<file path="config.mk">
export PLATFORM = sky130hd
export DESIGN_NAME = pism_ram
export DESIGN_NICKNAME = d
export VERILOG_FILES = /design/src/design/particle_in_sphere_matcher_top_defines.svh /design/src/design/pism_ram.sv
export SDC_FILE = /design/constraint.sdc
export NUM_CORES = 1
export LEC_CHECK = 0
export BUFFER_PORTS_ARGS = -buffer_cell sky130_fd_sc_hd__buf_2
export CAP_MARGIN = 20
export CORE_UTILIZATION = 62
export DETAILED_ROUTE_END_ITERATION = 10
export PLACE_DENSITY = 0.87
export REMOVE_ABC_BUFFERS = 1
export SYNTH_ARGS = -nofsm -noshare
export SYNTH_HDL_FRONTEND = slang
export SYNTH_SLANG_ARGS = --single-unit
export TNS_END_PERCENT = 50
</file>
<file path="constraint.sdc">
create_clock -name clock -period 3.4 [get_ports clock]
set_input_delay 1.02 -clock clock [delete_from_list [all_inputs] [get_ports clock]]
set_output_delay 1.02 -clock clock [all_outputs]
set_load 0.05 [all_outputs]
</file>
<file path="src/design/particle_in_sphere_matcher_top_defines.svh">
// assertion helpers for the sphere matcher
`ifndef PARTICLE_IN_SPHERE_MATCHER_TOP_DEFINES_SVH
`define PARTICLE_IN_SPHERE_MATCHER_TOP_DEFINES_SVH

// same-cycle implication, checked on every rising clock edge outside reset
`define PISM_ASSERT_NOW(label, ante, cons, msg) \
   label: assert property (@(posedge clock) disable iff (reset) (ante) |-> (cons)) \
      else $error(msg);

// next-cycle implication, checked on every rising clock edge outside reset
`define PISM_ASSERT_NEXT(label, ante, cons, msg) \
   label: assert property (@(posedge clock) disable iff (reset) (ante) |=> (cons)) \
      else $error(msg);

`endif

</file>
<file path="src/design/pism_ram.sv">
`default_nettype none

module pism_ram #(
   parameter int WIDTH  = 8,
   parameter int DEPTH  = 64,
   parameter int ADDR_W = (DEPTH > 1) ? $clog2(DEPTH) : 1
) (
   input  wire logic              clock,
   input  wire logic              wr_en,
   input  wire logic [ADDR_W-1:0] wr_addr,
   input  wire logic [WIDTH-1:0]  wr_data,
   input  wire logic              rd_en,
   input  wire logic [ADDR_W-1:0] rd_addr,
   output logic      [WIDTH-1:0]  rd_data
);

   logic [WIDTH-1:0] mem_ff [DEPTH];

   // one write port, one registered read port
   always_ff @(posedge clock) begin
      if (wr_en) begin
         mem_ff[wr_addr] <= wr_data;
      end
      if (rd_en) begin
         rd_data <= mem_ff[rd_addr];
      end
   end

endmodule

`default_nettype wire

</file>
# After elaboration in Yosys (flattened, before gate mapping)
# Memory sizes are Yosys's and may differ from the RTL's. A register that Yosys moved wholly into a read port is not among the register bits.
# Cells that the tools add are included.
totals:
  regBits: 0
  ram_bits: 512
  in_bits: 23
  output_inout_bits: 8
  wordCells: 3
  mem_count: 1
classes:
  mux: 2
memory_table:
  columns: ["memory", "depth", "word_bits", "read_ports", "rd_clocked_by_memory_dff", "wr", "line", "text"]
  rows:
  - ["mem_ff", 64, 8, 1, 1, 1, "pism_ram.sv:17", "logic [WIDTH-1:0] mem_ff [DEPTH];"]
op_table:
  columns: ["cell", "count"]
  rows:
  - ["1-bit 2-to-1 mux", 2]

# Depth between registers and ports, before layout
logic_depth:
  ltp_word: 2
  ltp_mapped: 9
  depth_no_buf: 5

# Worst setup path before layout
# No wires, ideal clock.
synth_path:
  kind: "input to register"
  from: "input rd_addr[1]"
  to: "register rd_data[3] (read register of mem_ff) (data pin)"
  setup_time_ps: 266
  t_arrival_ps: 2560
  t_required_ps: 3134
  setup_slack_ps: 574
  cell_stages: 7
  n_path_buf: 3
  path_cell_list: "buf_4 -> buf_2 -> buf_2 -> mux4_2 -> mux4_2 -> o21ai_1 -> o41ai_1"
synth_rtl:
  columns: ["element", "line", "text"]
  rows:
  - ["start: declaration", "pism_ram.sv:13", "input wire logic [ADDR_W-1:0] rd_addr,"]
  - ["end: declaration", "pism_ram.sv:14", "output logic [WIDTH-1:0] rd_data"]

==> metrics <==
maximum count of clock buffers along a single path=3; area of all placed cells without fillers=0.0230 mm^2; Final Wtd Congestion=0.887; nature of the critical path endpoint=flop; path type of the worst min-delay path=input pin to flop; post-DR wirelength/cell=30.7 um; minimum clock period after layout=about 3100 ps; htree depth=2; per-cell via count in the routed design=6.83; Worst IR Drop VDD=0.000323 V; minimum setup slack among reg-to-reg paths=1140 ps; Worst EP arrival=between 3000 and 4000 ps; Reg clk slew, reported paths=60 ps; flip-flop and latch count after synthesis=520; Worst EP required=3700 ps; clock tree from TritonCTS=yes; worst setup path class=input pin to flop; Skew-Pair Late Insertion Delay=560 ps; GRT Resource Usage Total=0.297; Port Buffers=30; core occupancy in the finished layout=0.721; total of endpoints with negative setup slack in the final report=0; number of global-route vias before repair=10800; first-pass iteration count of the detailed router=6; final worst-path cycle share=0.926; count of standard-cell rows=65; boundary pin count=31; die area=0.0334 mm^2; Highest Clock Rate=318 MHz; power per cell area=between 500 and 600 mW/mm^2; Post-synth EDFFs=520; vertical die dimension=roughly 180 um; number of cells on the worst reg-to-reg path=5; post-CTS setup buffers=0; area post-placement=0.0216 mm^2; Remaining DRCs=0; routed wire length=47900 um; hold buffer count at cts=0; instance count along the most critical hold path=1; final hold violation count=0; cell area after technology mapping=0.0202 mm^2; RSZ-0062 raised after global routing=no; result of the run=finished, final reports clean; post-synthesis async set-or-reset flop share=0; most instantiated flip-flop cell in the synthesis netlist=sky130_fd_sc_hd__edfxtp_1; post-synthesis sequential area ratio=0.771; clock buffer count from CTS=47; synthesized netlist cell count=between 900 and 1000; Final #Nets=about 1100; number of maximum-capacitance constraint violations=0; total gr overflow=0; Detail Route Antenna Nets=0; largest net degree at the start of global routing=65; Final HPWL DP=29700 um; sink count of the clock tree=520; Worst Slack Setup Final=251 ps; layout cell share with drive strength beyond 1=0.313; Final Power=12600 uW; Initial Util=0.635; Die Span X=183 um; number of pins exceeding their max-slew limit in the final report=0; buffer cell driving the clock tree root=sky130_fd_sc_hd__clkbuf_16; total negative slack for setup checks=0 ps; Starting DRT DRC Count=1654; initial antenna violation count=1; Layout Skew=11.8 ps; Post-Syn Area per Cell=between 20 and 25 um^2; total via count after detailed routing=10600; Lkg Pwr=0.00740 uW; core footprint=~0.032 mm^2; normalized max-slew margin=0.334; highest fanout seen on the critical path=25; number of resized instances in the post-cts repair step=0; startpoint type of the worst setup path=input pin; warnings from Yosys=0; worst slew pin tran=~1000 ps; Post-Place Worst Slack=-133 ps; wire length of the first global-routing pass=between 70000 and 80000 um; Yosys cell types=39; Area Overhead vs Synth=13.5%
[worst max-delay path, cell delays in order]
cell                       delay (ps)
sky130_fd_sc_hd__clkbuf_8         230
sky130_fd_sc_hd__buf_12           250
sky130_fd_sc_hd__buf_4            170
sky130_fd_sc_hd__mux4_2           320
sky130_fd_sc_hd__nor2_1            50
sky130_fd_sc_hd__nor4_1           660
sky130_fd_sc_hd__nor3_1           200
sky130_fd_sc_hd__o32ai_1          490
[metrics by stage]
step                hold slack, ps  std cells
floorplan                      787        889
global placement               888       1478
detailed placement             915       1478
CTS                            828       1554
global route                   829       1556
finish                         839       1557
[area by class of cell]
type	count	area, um^2
multi-input combinational	369	4320
antenna	2	5.00
clock inverter	19	111
sequential	520	15600
fill	1737	8900
clock buffer	57	1210
tap	435	544
timing repair buffer	155	1180
[cell usage after synthesis (3+ instances only)]
cell | count | area share
sky130_fd_sc_hd__edfxtp_1 | 520 | 0.77
sky130_fd_sc_hd__mux4_2 | 126 | 0.14
sky130_fd_sc_hd__nor2_1 | 83 | 0.015
sky130_fd_sc_hd__mux2i_1 | 23 | 0.011
sky130_fd_sc_hd__nand2_1 | 19 | 0.0035
sky130_fd_sc_hd__clkbuf_1 | 17 | 0.0032
sky130_fd_sc_hd__nor2b_1 | 14 | 0.0043
sky130_fd_sc_hd__buf_4 | 13 | 0.0048
sky130_fd_sc_hd__mux2_2 | 13 | 0.0072
sky130_fd_sc_hd__nand3_1 | 13 | 0.0032
sky130_fd_sc_hd__buf_2 | 11 | 0.0027
sky130_fd_sc_hd__o221ai_1 | 8 | 0.0035
sky130_fd_sc_hd__o22ai_1 | 8 | 0.0025
sky130_fd_sc_hd__nand2b_1 | 7 | 0.0022
sky130_fd_sc_hd__nor3_1 | 7 | 0.0017
sky130_fd_sc_hd__a221oi_1 | 6 | 0.0026
sky130_fd_sc_hd__a211oi_1 | 4 | 0.0015
sky130_fd_sc_hd__buf_1 | 4 | 0.00074
sky130_fd_sc_hd__buf_6 | 4 | 0.0022
sky130_fd_sc_hd__a21oi_1 | 3 | 0.00074
sky130_fd_sc_hd__a22oi_1 | 3 | 0.0011
sky130_fd_sc_hd__nand3b_1 | 3 | 0.0011
sky130_fd_sc_hd__o2111ai_1 | 3 | 0.0013
sky130_fd_sc_hd__o2bb2ai_1 | 3 | 0.0013
[where the power goes]
| group | switching, uW | internal, uW | leakage, uW | total (uW) |
|---|---|---|---|---|
| clock | 2170 | 2590 | 0.000644 | 4760 |
| sequential | 21.9 | 7110 | 0.00469 | 7130 |
| combinational | 460 | 276 | 0.00207 | 737 |
| total | 2650 | 9970 | 0.00740 | 12600 |
[layout by cell type (no fill, tap or decap), drive strengths merged, types with 14 or more instances in the layout]
master / synthesis / routed
mux2i: 23 / 23
nand2: 19 / 19
buf: 34 / 154
clkinv: 0 / 16
nor2b: 14 / 14
edfxtp: 520 / 520
mux4: 126 / 126
nor2: 83 / 83
clkbuf: 17 / 58
[sequential cells by signal, summed over array words and instances (netlist names)]
register,cells
mem_ff,512
rd_data,8
[final timing paths]
check	startpoint	endpoint
hold / removal	wr_data[7]	mem_ff[23][7]
setup / recovery	rd_addr[0]	rd_data[6]
setup reg to reg	mem_ff[21][6]	rd_data[6]
hold reg to reg	mem_ff[31][4]	rd_data[4]
[routing by layer]
layer / global-route usage / up-vias / wire [um]
li1: - / 4229 / -
met1: 0.404 / 5394 / 16500
met2: 0.486 / 853 / 24000
met3: 0.0543 / 160 / 5440
met4: 0.116 / 0 / 1920
met5: 0 / - / 0
[cell families after synthesis]
logic type | Yosys count | share of synthesized area
buffers and inverters | 51 | 0.0156
AO/OA/AOI/OAI | 54 | 0.0206
AND/OR/NAND/NOR | 153 | 0.0337
multiplexers | 162 | 0.159
flip-flops | 520 | 0.771
No activity file was read; power rests on OpenSTA's default activity.
