**src/design/particle_in_sphere_matcher_top_defines.svh**
```systemverilog
// assertion helpers for the sphere matcher
`ifndef PARTICLE_IN_SPHERE_MATCHER_TOP_DEFINES_SVH
`define PARTICLE_IN_SPHERE_MATCHER_TOP_DEFINES_SVH

// same-cycle implication, checked on every rising clock edge outside reset
`define PISM_ASSERT_NOW(label, ante, cons, msg) \
   label: assert property (@(posedge clock) disable iff (reset) (ante) |-> (cons)) \
      else $error(msg);

// next-cycle implication, checked on every rising clock edge outside reset
`define PISM_ASSERT_NEXT(label, ante, cons, msg) \
   label: assert property (@(posedge clock) disable iff (reset) (ante) |=> (cons)) \
      else $error(msg);

`endif

```
**src/design/pism_pkg.sv**
```systemverilog
`default_nettype none

package pism_pkg;

   // table geometry
   localparam int SPHERE_SLOTS = 64;
   localparam int ADDR_W       = (SPHERE_SLOTS > 1) ? $clog2(SPHERE_SLOTS) : 1;

   // field widths
   localparam int SLOT_W  = 6;
   localparam int IDX_W   = 7;
   localparam int COORD_W = 32;
   localparam int RAD_W   = 31;
   localparam int CSR_A_W = 2;

   // request kinds
   typedef enum logic {
      REQ_LOAD  = 1'b0,
      REQ_QUERY = 1'b1
   } pism_req_kind_type;

   // register indexes
   typedef enum logic [CSR_A_W-1:0] {
      CSR_ID_LOW  = 2'd0,
      CSR_ID_HIGH = 2'd1
   } pism_csr_idx_type;

   // operand chosen for the shared squarer
   typedef enum logic [1:0] {
      SQ_R = 2'd0,
      SQ_X = 2'd1,
      SQ_Y = 2'd2,
      SQ_Z = 2'd3
   } pism_sq_sel_type;

   typedef struct packed {
      logic                      req_type;
      logic [SLOT_W-1:0]         slot;
      logic signed [COORD_W-1:0] pos_x;
      logic signed [COORD_W-1:0] pos_y;
      logic signed [COORD_W-1:0] pos_z;
      logic [RAD_W-1:0]          radius;
   } pism_req_type;

   typedef struct packed {
      logic [SLOT_W-1:0]         match_slot;
      logic signed [COORD_W-1:0] out_x;
      logic signed [COORD_W-1:0] out_y;
      logic signed [COORD_W-1:0] out_z;
      logic                      last_match;
   } pism_rsp_type;

   // one sphere table entry
   typedef struct packed {
      logic signed [COORD_W-1:0] centre_x;
      logic signed [COORD_W-1:0] centre_y;
      logic signed [COORD_W-1:0] centre_z;
      logic [RAD_W-1:0]          sphere_radius;
   } pism_entry_type;

   localparam int ENTRY_W = $bits(pism_entry_type);

   // sequencer to distance unit
   typedef struct packed {
      logic            mag_en;
      logic            sq_en;
      pism_sq_sel_type sq_sel;
      logic            sum_en;
      logic            scale_en;
   } pism_dist_ctl_type;

endpackage

`default_nettype wire

```
**src/design/pism_dist_unit.sv**
```systemverilog
`default_nettype none

module pism_dist_unit (
   input  wire logic                               clock,
   input  wire pism_pkg::pism_dist_ctl_type        ctl,
   input  wire pism_pkg::pism_entry_type           entry,
   input  wire logic signed [pism_pkg::COORD_W-1:0] part_x,
   input  wire logic signed [pism_pkg::COORD_W-1:0] part_y,
   input  wire logic signed [pism_pkg::COORD_W-1:0] part_z,
   output logic                                    hit
);

   import pism_pkg::*;

   localparam int PROD_W = 2 * COORD_W;
   localparam int ACC_W  = PROD_W + 2;
   localparam int CMP_W  = ACC_W + 7;

   logic [COORD_W-1:0] mx_ff, my_ff, mz_ff, mr_ff;
   logic [COORD_W-1:0] sq_op;
   logic [PROD_W-1:0]  prod_ff, prod_in;
   logic [PROD_W-1:0]  rsq_ff;
   logic [ACC_W-1:0]   acc_ff;
   logic [CMP_W-1:0]   lhs_ff, rhs_ff, lhs_in, rhs_in;

   // magnitude of a - b, which always fits in COORD_W bits
   function automatic logic [COORD_W-1:0] abs_diff(input logic signed [COORD_W-1:0] a,
                                                    input logic signed [COORD_W-1:0] b);
      logic signed [COORD_W:0] d;
      logic [COORD_W:0]        m;
      d = {a[COORD_W-1], a} - {b[COORD_W-1], b};
      m = d[COORD_W] ? (~d + 1'b1) : d;
      return m[COORD_W-1:0];
   endfunction

   // per-axis magnitudes and radius
   always_ff @(posedge clock) begin
      if (ctl.mag_en) begin
         mx_ff <= abs_diff(entry.centre_x, part_x);
         my_ff <= abs_diff(entry.centre_y, part_y);
         mz_ff <= abs_diff(entry.centre_z, part_z);
         mr_ff <= {1'b0, entry.sphere_radius};
      end
   end

   // shared squarer operand select
   always_comb begin
      case (ctl.sq_sel)
         SQ_R:    sq_op = mr_ff;
         SQ_X:    sq_op = mx_ff;
         SQ_Y:    sq_op = my_ff;
         SQ_Z:    sq_op = mz_ff;
         default: sq_op = mr_ff;
      endcase
   end

   assign prod_in = PROD_W'(sq_op) * PROD_W'(sq_op);

   // scale by 100 = 64+32+4 and by 169 = 128+32+8+1
   assign lhs_in = (CMP_W'(acc_ff) << 6) + (CMP_W'(acc_ff) << 5) + (CMP_W'(acc_ff) << 2);
   assign rhs_in = (CMP_W'(rsq_ff) << 7) + (CMP_W'(rsq_ff) << 5) + (CMP_W'(rsq_ff) << 3)
                 + CMP_W'(rsq_ff);

   // squarer output, radius square and sum of squares
   always_ff @(posedge clock) begin
      if (ctl.sq_en) begin
         prod_ff <= prod_in;
         case (ctl.sq_sel)
            SQ_X:    rsq_ff <= prod_ff;
            SQ_Y:    acc_ff <= ACC_W'(prod_ff);
            SQ_Z:    acc_ff <= acc_ff + ACC_W'(prod_ff);
            default: ;
         endcase
      end else if (ctl.sum_en) begin
         acc_ff <= acc_ff + ACC_W'(prod_ff);
      end
      if (ctl.scale_en) begin
         lhs_ff <= lhs_in;
         rhs_ff <= rhs_in;
      end
   end

   assign hit = (lhs_ff < rhs_ff);

endmodule

`default_nettype wire

```
**config.mk**
```make
export PLATFORM = sky130hd
export DESIGN_NAME = pism_dist_unit
export DESIGN_NICKNAME = d
export VERILOG_FILES = /design/src/design/particle_in_sphere_matcher_top_defines.svh /design/src/design/pism_pkg.sv /design/src/design/pism_dist_unit.sv
export SDC_FILE = /design/constraint.sdc
export NUM_CORES = 2
export LEC_CHECK = 0
export BUFFER_PORTS_ARGS = -buffer_cell sky130_fd_sc_hd__buf_2
export CAP_MARGIN = 20
export CORE_MARGIN = 2
export CORE_UTILIZATION = 54
export DETAILED_ROUTE_END_ITERATION = 6
export PLACE_DENSITY = 0.71
export RECOVER_POWER = 25
export SLEW_MARGIN = 20
export SYNTH_ARGS = -nofsm -noshare
export SYNTH_HDL_FRONTEND = slang
export SYNTH_SLANG_ARGS = --single-unit
```
**constraint.sdc**
```tcl
create_clock -name clock -period 20.1 [get_ports clock]
set_input_delay 1.005 -clock clock [delete_from_list [all_inputs] [get_ports clock]]
set_output_delay 1.005 -clock clock [all_outputs]
set_load 0.005 [all_outputs]
```
== Word level (Yosys, flattened, before mapping) ==
Cells that the tools add are included.

* Register bits: 467

* Multipliers: 1
* $add $sub $neg: 12
* Eq/ne operators: 4
* $lt $le $gt $ge: 1
* Bitwise operators: 3
* Reduce and logical (&&, ||, !) cells: 4
* Mux-type cells: 7

{| class="wikitable"
|+ Operators with widths
! kind !! count
|-
| two-way mux 66 bit || 2
|-
| one-hot mux 66 bit (2 select lines) || 1
|-
| one-hot mux 32 bit (4 select lines) || 1
|-
| subtractor 32 x 32 -> 33 bit || 3
|-
| adder 32 x 1 -> 32 bit, second input constant || 3
|-
| two-way mux 32 bit || 3
|-
| NOT 32 bit || 3
|-
| adder 72 x 67 -> 73 bit || 1
|-
| adder 72 x 71 -> 73 bit || 1
|-
| adder 73 x 64 -> 73 bit || 1
|-
| adder 73 x 68 -> 73 bit || 1
|-
| < comparator 73 bit || 1
|-
| adder 71 x 69 -> 72 bit || 1
|-
| adder 66 x 64 -> 66 bit || 1
|-
| multiplier 32 x 32 -> 64 bit || 1
|-
| == test 2 bit, second input constant || 2
|-
| AND reduction 2 bit || 2
|-
| inequality test 3 x 1 -> 1 bit, second input constant || 1
|-
| == test 2 x 1 -> 1 bit, second input constant || 1
|-
| logical NOT 2 bit || 1
|-
| nonzero test 2 bit || 1
|}

== Depth between registers and ports, before layout ==
* Depth in word-level cells: 4
* Depth in mapped cells: 37
* Mapped depth without buffers: 33

== Least setup slack after synthesis ==
No wires, ideal clock.

* Path kind: input-to-reg
* Start point: in ctl[2] (netlist bit)
* End point: reg prod_ff[59], data pin
* Buffers on the path: 5
* Library setup time: 269 ps
* Path slack: 9897 ps
* Stages on the path: 32
* Data required time: 19831 ps
* Arrival: 9933 ps
* Path through: clkbuf_1 buf_1 clkbuf_1 mux2_2 o21ai_1 clkbuf_1 nor2_1 fa_1 fa_1 fa_1 inv_1 fa_1 inv_1 fa_1 fa_1 fa_1 inv_1 fa_1 inv_1 ha_1 clkbuf_1 a21o_1 a21o_1 a21oi_1 nand2_1 a2111o_1 a41oi_1 o2111ai_1 a31oi_1 o21a_1 o21ai_0 xor2_1

* Longest elaborated chain between the ends: 3

{| class="wikitable"
|+ RTL lines
! item !! line !! source
|-
| start: declaration || pism_dist_unit.sv:5 || <nowiki>input wire pism_pkg::pism_dist_ctl_type ctl,</nowiki>
|-
| == test 2 bit (tied with other cells) || pism_dist_unit.sv:48 || <nowiki>case (ctl.sq_sel)</nowiki>
|-
| one-hot mux 32 bit (4 select lines) * || pism_dist_unit.sv:48 ||
|-
| multiplier 32 x 32 -> 64 bit * || pism_dist_unit.sv:57 || <nowiki>assign prod_in = PROD_W'(sq_op) * PROD_W'(sq_op);</nowiki>
|-
| named net prod_in[59] || pism_dist_unit.sv:21 || <nowiki>logic [PROD_W-1:0] prod_ff, prod_in;</nowiki>
|-
| end signal: assignment || pism_dist_unit.sv:67 || <nowiki>prod_ff <= prod_in;</nowiki>
|-
| end: declaration || pism_dist_unit.sv:21 ||
|}

Mark *: on every way through the listed nets, which the timed path passes. The rest lies on a longest branch.
A chain may end at the register's enable or synchronous reset.

== Worst setup path after layout ==
Same ends and word-level chain as after synthesis.

==> impl_metrics.yaml <==
run:
  cap_violations: 3
clock_tree:
  postCtsSetupBuffers: 0
  numCtsBuffers: 51
  cts_resized: 0
  cts.clk_slew.worst_paths_ns: 0.06
  cts_root_buffer: "clkbuf_16"
  clk-insertion-delay-late_ns: 0.66
  cts_tree: "yes"
  clock-sinks: 461
  cts.hold.buffers_added: 0
  h-tree-depth: 2
  clock_path_buffers: 3
setup_path:
  r2r_slack_ns: 9.82
  critPathKind: "in -> reg"
  cp_max_fo: 56
  worstReg2RegStart: "mz_ff[11]$_DFFE_PP_"
  max_stage_delay_ns: 0.86
  rr_worst_depth: 31
  crit_buf_inv: 8
  cpMostUsedCell: "fa_1"
  reg2reg_to: "prod_ff[59]$_DFFE_PP_"
  crit_family: "adder cells"
  critPathLaunchType: "input pin"
  worst_setup_path_end_kind: "flop"
  cp_slowest_cell: "clkinv_1"
  worstPathRequired_ns: 20.47
  crit_arrival_ns: 11.70
timing:
  rsz0062_at_grt: "false"
  slew_headroom: -2.00
  setup_tns_ns: 0
  period_needed_ns: 11.33
  maxSlewViolCount: 171
  min_period_over_period: 0.564
  fmaxAchievable_ghz: 0.0883
  clock_skew_ns: 0.0507
  hold_violations: 0
  setup_viol: 0
  worst_slew_pin_slew_ns: 4.50
floorplanning:
  design.core.area_um2: 127000
  initial_core_util: 0.544
  num_rows: 131
  die_area_um2: 131000
  die_h_um: 362
  die_x_um: 362
  ios: 231
detailed_routing:
  via_per_inst: 5.76
  drt-total-wl_um: 185000
  postRouteAntennaNets: 0
  met1_length_um: 78600
  post_drt_wl_per_cell_um: 20.4
  wl_met2_um: 85100
  met3_length_um: 13500
  routed.top_layer: "met5"
  drt-initial-drc-count: 4093
  dr.pass1.iters: 6
  vias: 52248
  drc: 0
final_layout:
  area_growth_pct: 6.50
  drive_gt1_frac: 0.0629
  nets: 9255
  most-common-layout-cells: "inv_1, fa_1, ha_1, nor2_1, nand2_1"
  layout_commonest_cell: "inv_1"
  fill_cells: 11097
synthesis:
  synth_area_um2: 69300
  syn_inst: 7260
  synth_compound_area_frac: 0.141
  synth_seq_cells: 461
  ys.flop_type: "edfxtp_1"
  synth_seq_area_share: 0.200
  synthXorXnorAreaFrac: 0.0550
  synth_edf_count: 461
  syn-num-nets: 9139
  synth_cell_type_count: 98
  ys_warn_count: 0
  async_reset_ff_frac: 0
  synthMuxAreaShare: 0.0110
  yosys.area_share.simple: 0.109
  yosys.area_share.adder: 0.404
  synth_top_family_by_area: "adder cells"
  syn-mean-instance-area_um2: 9.54
outcome:
  violations: "max-capacitance violations, max-slew violations"
  outcome: "finished with violations"
global_route:
  grt_pass1_vias: 54119
  grt_usage: 0.286
  grt_pass1_wl_um: 294000
  grt_max_degree: 94
  antenna_found_initial: 7
  overflow: 0
worst_hold_path:
  hp-class: "reg -> reg"
  min_to: "rsq_ff[43]$_DFFE_PP_"
  min_path_cells: 0
  worstHoldStart: "prod_ff[43]$_DFFE_PP_"
placed_design:
  gp_routability_congestion: 0.980
  post-dp-hpwl_um: 151000
  port_buffers: 230
==> synthesized netlist by cell type (all sizes together), types with 11 or more instances <==
cell / instances / area share
a211oi: 39 / 0.0043
nor3b: 13 / 0.0014
edfxtp: 461 / 0.20
o31ai: 33 / 0.0037
o21a: 73 / 0.0079
o2111ai: 13 / 0.0016
and3: 49 / 0.0045
nand3b: 11 / 0.0012
a31oi: 55 / 0.0050
buf: 32 / 0.0020
a21oi: 441 / 0.032
mux2: 32 / 0.0052
nand4: 62 / 0.0056
or2: 22 / 0.0020
mux2i: 40 / 0.0058
nor2: 559 / 0.030
nor2b: 57 / 0.0051
inv: 1258 / 0.068
or4: 11 / 0.0012
nor4: 15 / 0.0015
and2: 33 / 0.0030
and4: 11 / 0.0014
a41oi: 14 / 0.0018
a221oi: 15 / 0.0021
fa: 975 / 0.28
nor3: 70 / 0.0051
clkbuf: 193 / 0.010
o21ai: 291 / 0.021
xnor2: 284 / 0.036
o211ai: 29 / 0.0031
ha: 674 / 0.12
nand3: 99 / 0.0072
a21boi: 21 / 0.0023
nand2b: 52 / 0.0047
o41ai: 14 / 0.0025
or3: 15 / 0.0014
a21o: 247 / 0.027
a211o: 13 / 0.0016
o21bai: 55 / 0.0060
nand2: 558 / 0.030
a31o: 21 / 0.0027
xor2: 150 / 0.019
a2111oi: 15 / 0.0022
==> layer usage <==
layer	global-route usage	vias up
met4	0.106	8
met2	0.468	1880
li1	-	24473
met5	0	-
met3	0.0481	423
met1	0.382	25464
==> how the worst max path moves through the flow <==
stage            from                     to  cells past startpoint
4_1_cts        ctl[2]  prod_ff[63]$_DFFE_PP_                     33
6_report       ctl[2]  prod_ff[59]$_DFFE_PP_                     33
3_3_place_gp   ctl[2]  prod_ff[59]$_DFFE_PP_                     33
5_1_grt        ctl[2]  prod_ff[63]$_DFFE_PP_                     33
3_5_place_dp   ctl[2]  prod_ff[63]$_DFFE_PP_                     33
2_1_floorplan  ctl[2]  prod_ff[59]$_DFFE_PP_                     32
==> sequential cells by signal (all words and copies together) (netlist names) <==
register,flops
mz_ff,32
prod_ff,63
lhs_ff,71
my_ff,32
mr_ff,31
acc_ff,66
rsq_ff,63
rhs_ff,71
mx_ff,32
==> metrics by stage <==
stage / std cells / utilization / setup slack [ns] / hold slack [ns] / cell area (um2)
after CTS: 9074 / 0.579 / 9.07 / 0.496 / 73800
after global placement: 8983 / 0.566 / 8.41 / 0.498 / 72100
final: 9076 / 0.579 / 8.77 / 0.502 / 73800
after floorplan: 7260 / - / 9.90 / 0.457 / 69300
after global routing: 9075 / 0.579 / 8.54 / 0.508 / 73800
after detailed placement: 8984 / 0.566 / 8.41 / 0.490 / 72100
==> cell type report <==
| cell class | instances | area [um2] | area share |
|---|---|---|---|
| clock inverter | 35 | 378 | 0.00512 |
| inverter | 1268 | 4760 | 0.0645 |
| antenna | 1 | 2.50 | 0.0000339 |
| timing repair buffer | 288 | 1580 | 0.0214 |
| tap | 1662 | 2080 | 0.0282 |
| sequential | 461 | 13800 | 0.188 |
| multi-input combinational | 5306 | 49800 | 0.676 |
| clock buffer | 55 | 1290 | 0.0175 |
==> kinds of logic after synthesis <==
kind of cell / Yosys count
AOI/OAI and AO/OA: 1494
muxes: 72
and+or+nand+nor: 1657
xor gates and xnor gates: 434
adders and majority gates: 1649
buffers and inverters: 1493
DFF: 461
Power is not shown: default switching activity piles up to over one toggle a cycle in this logic, so the estimate is an artifact.
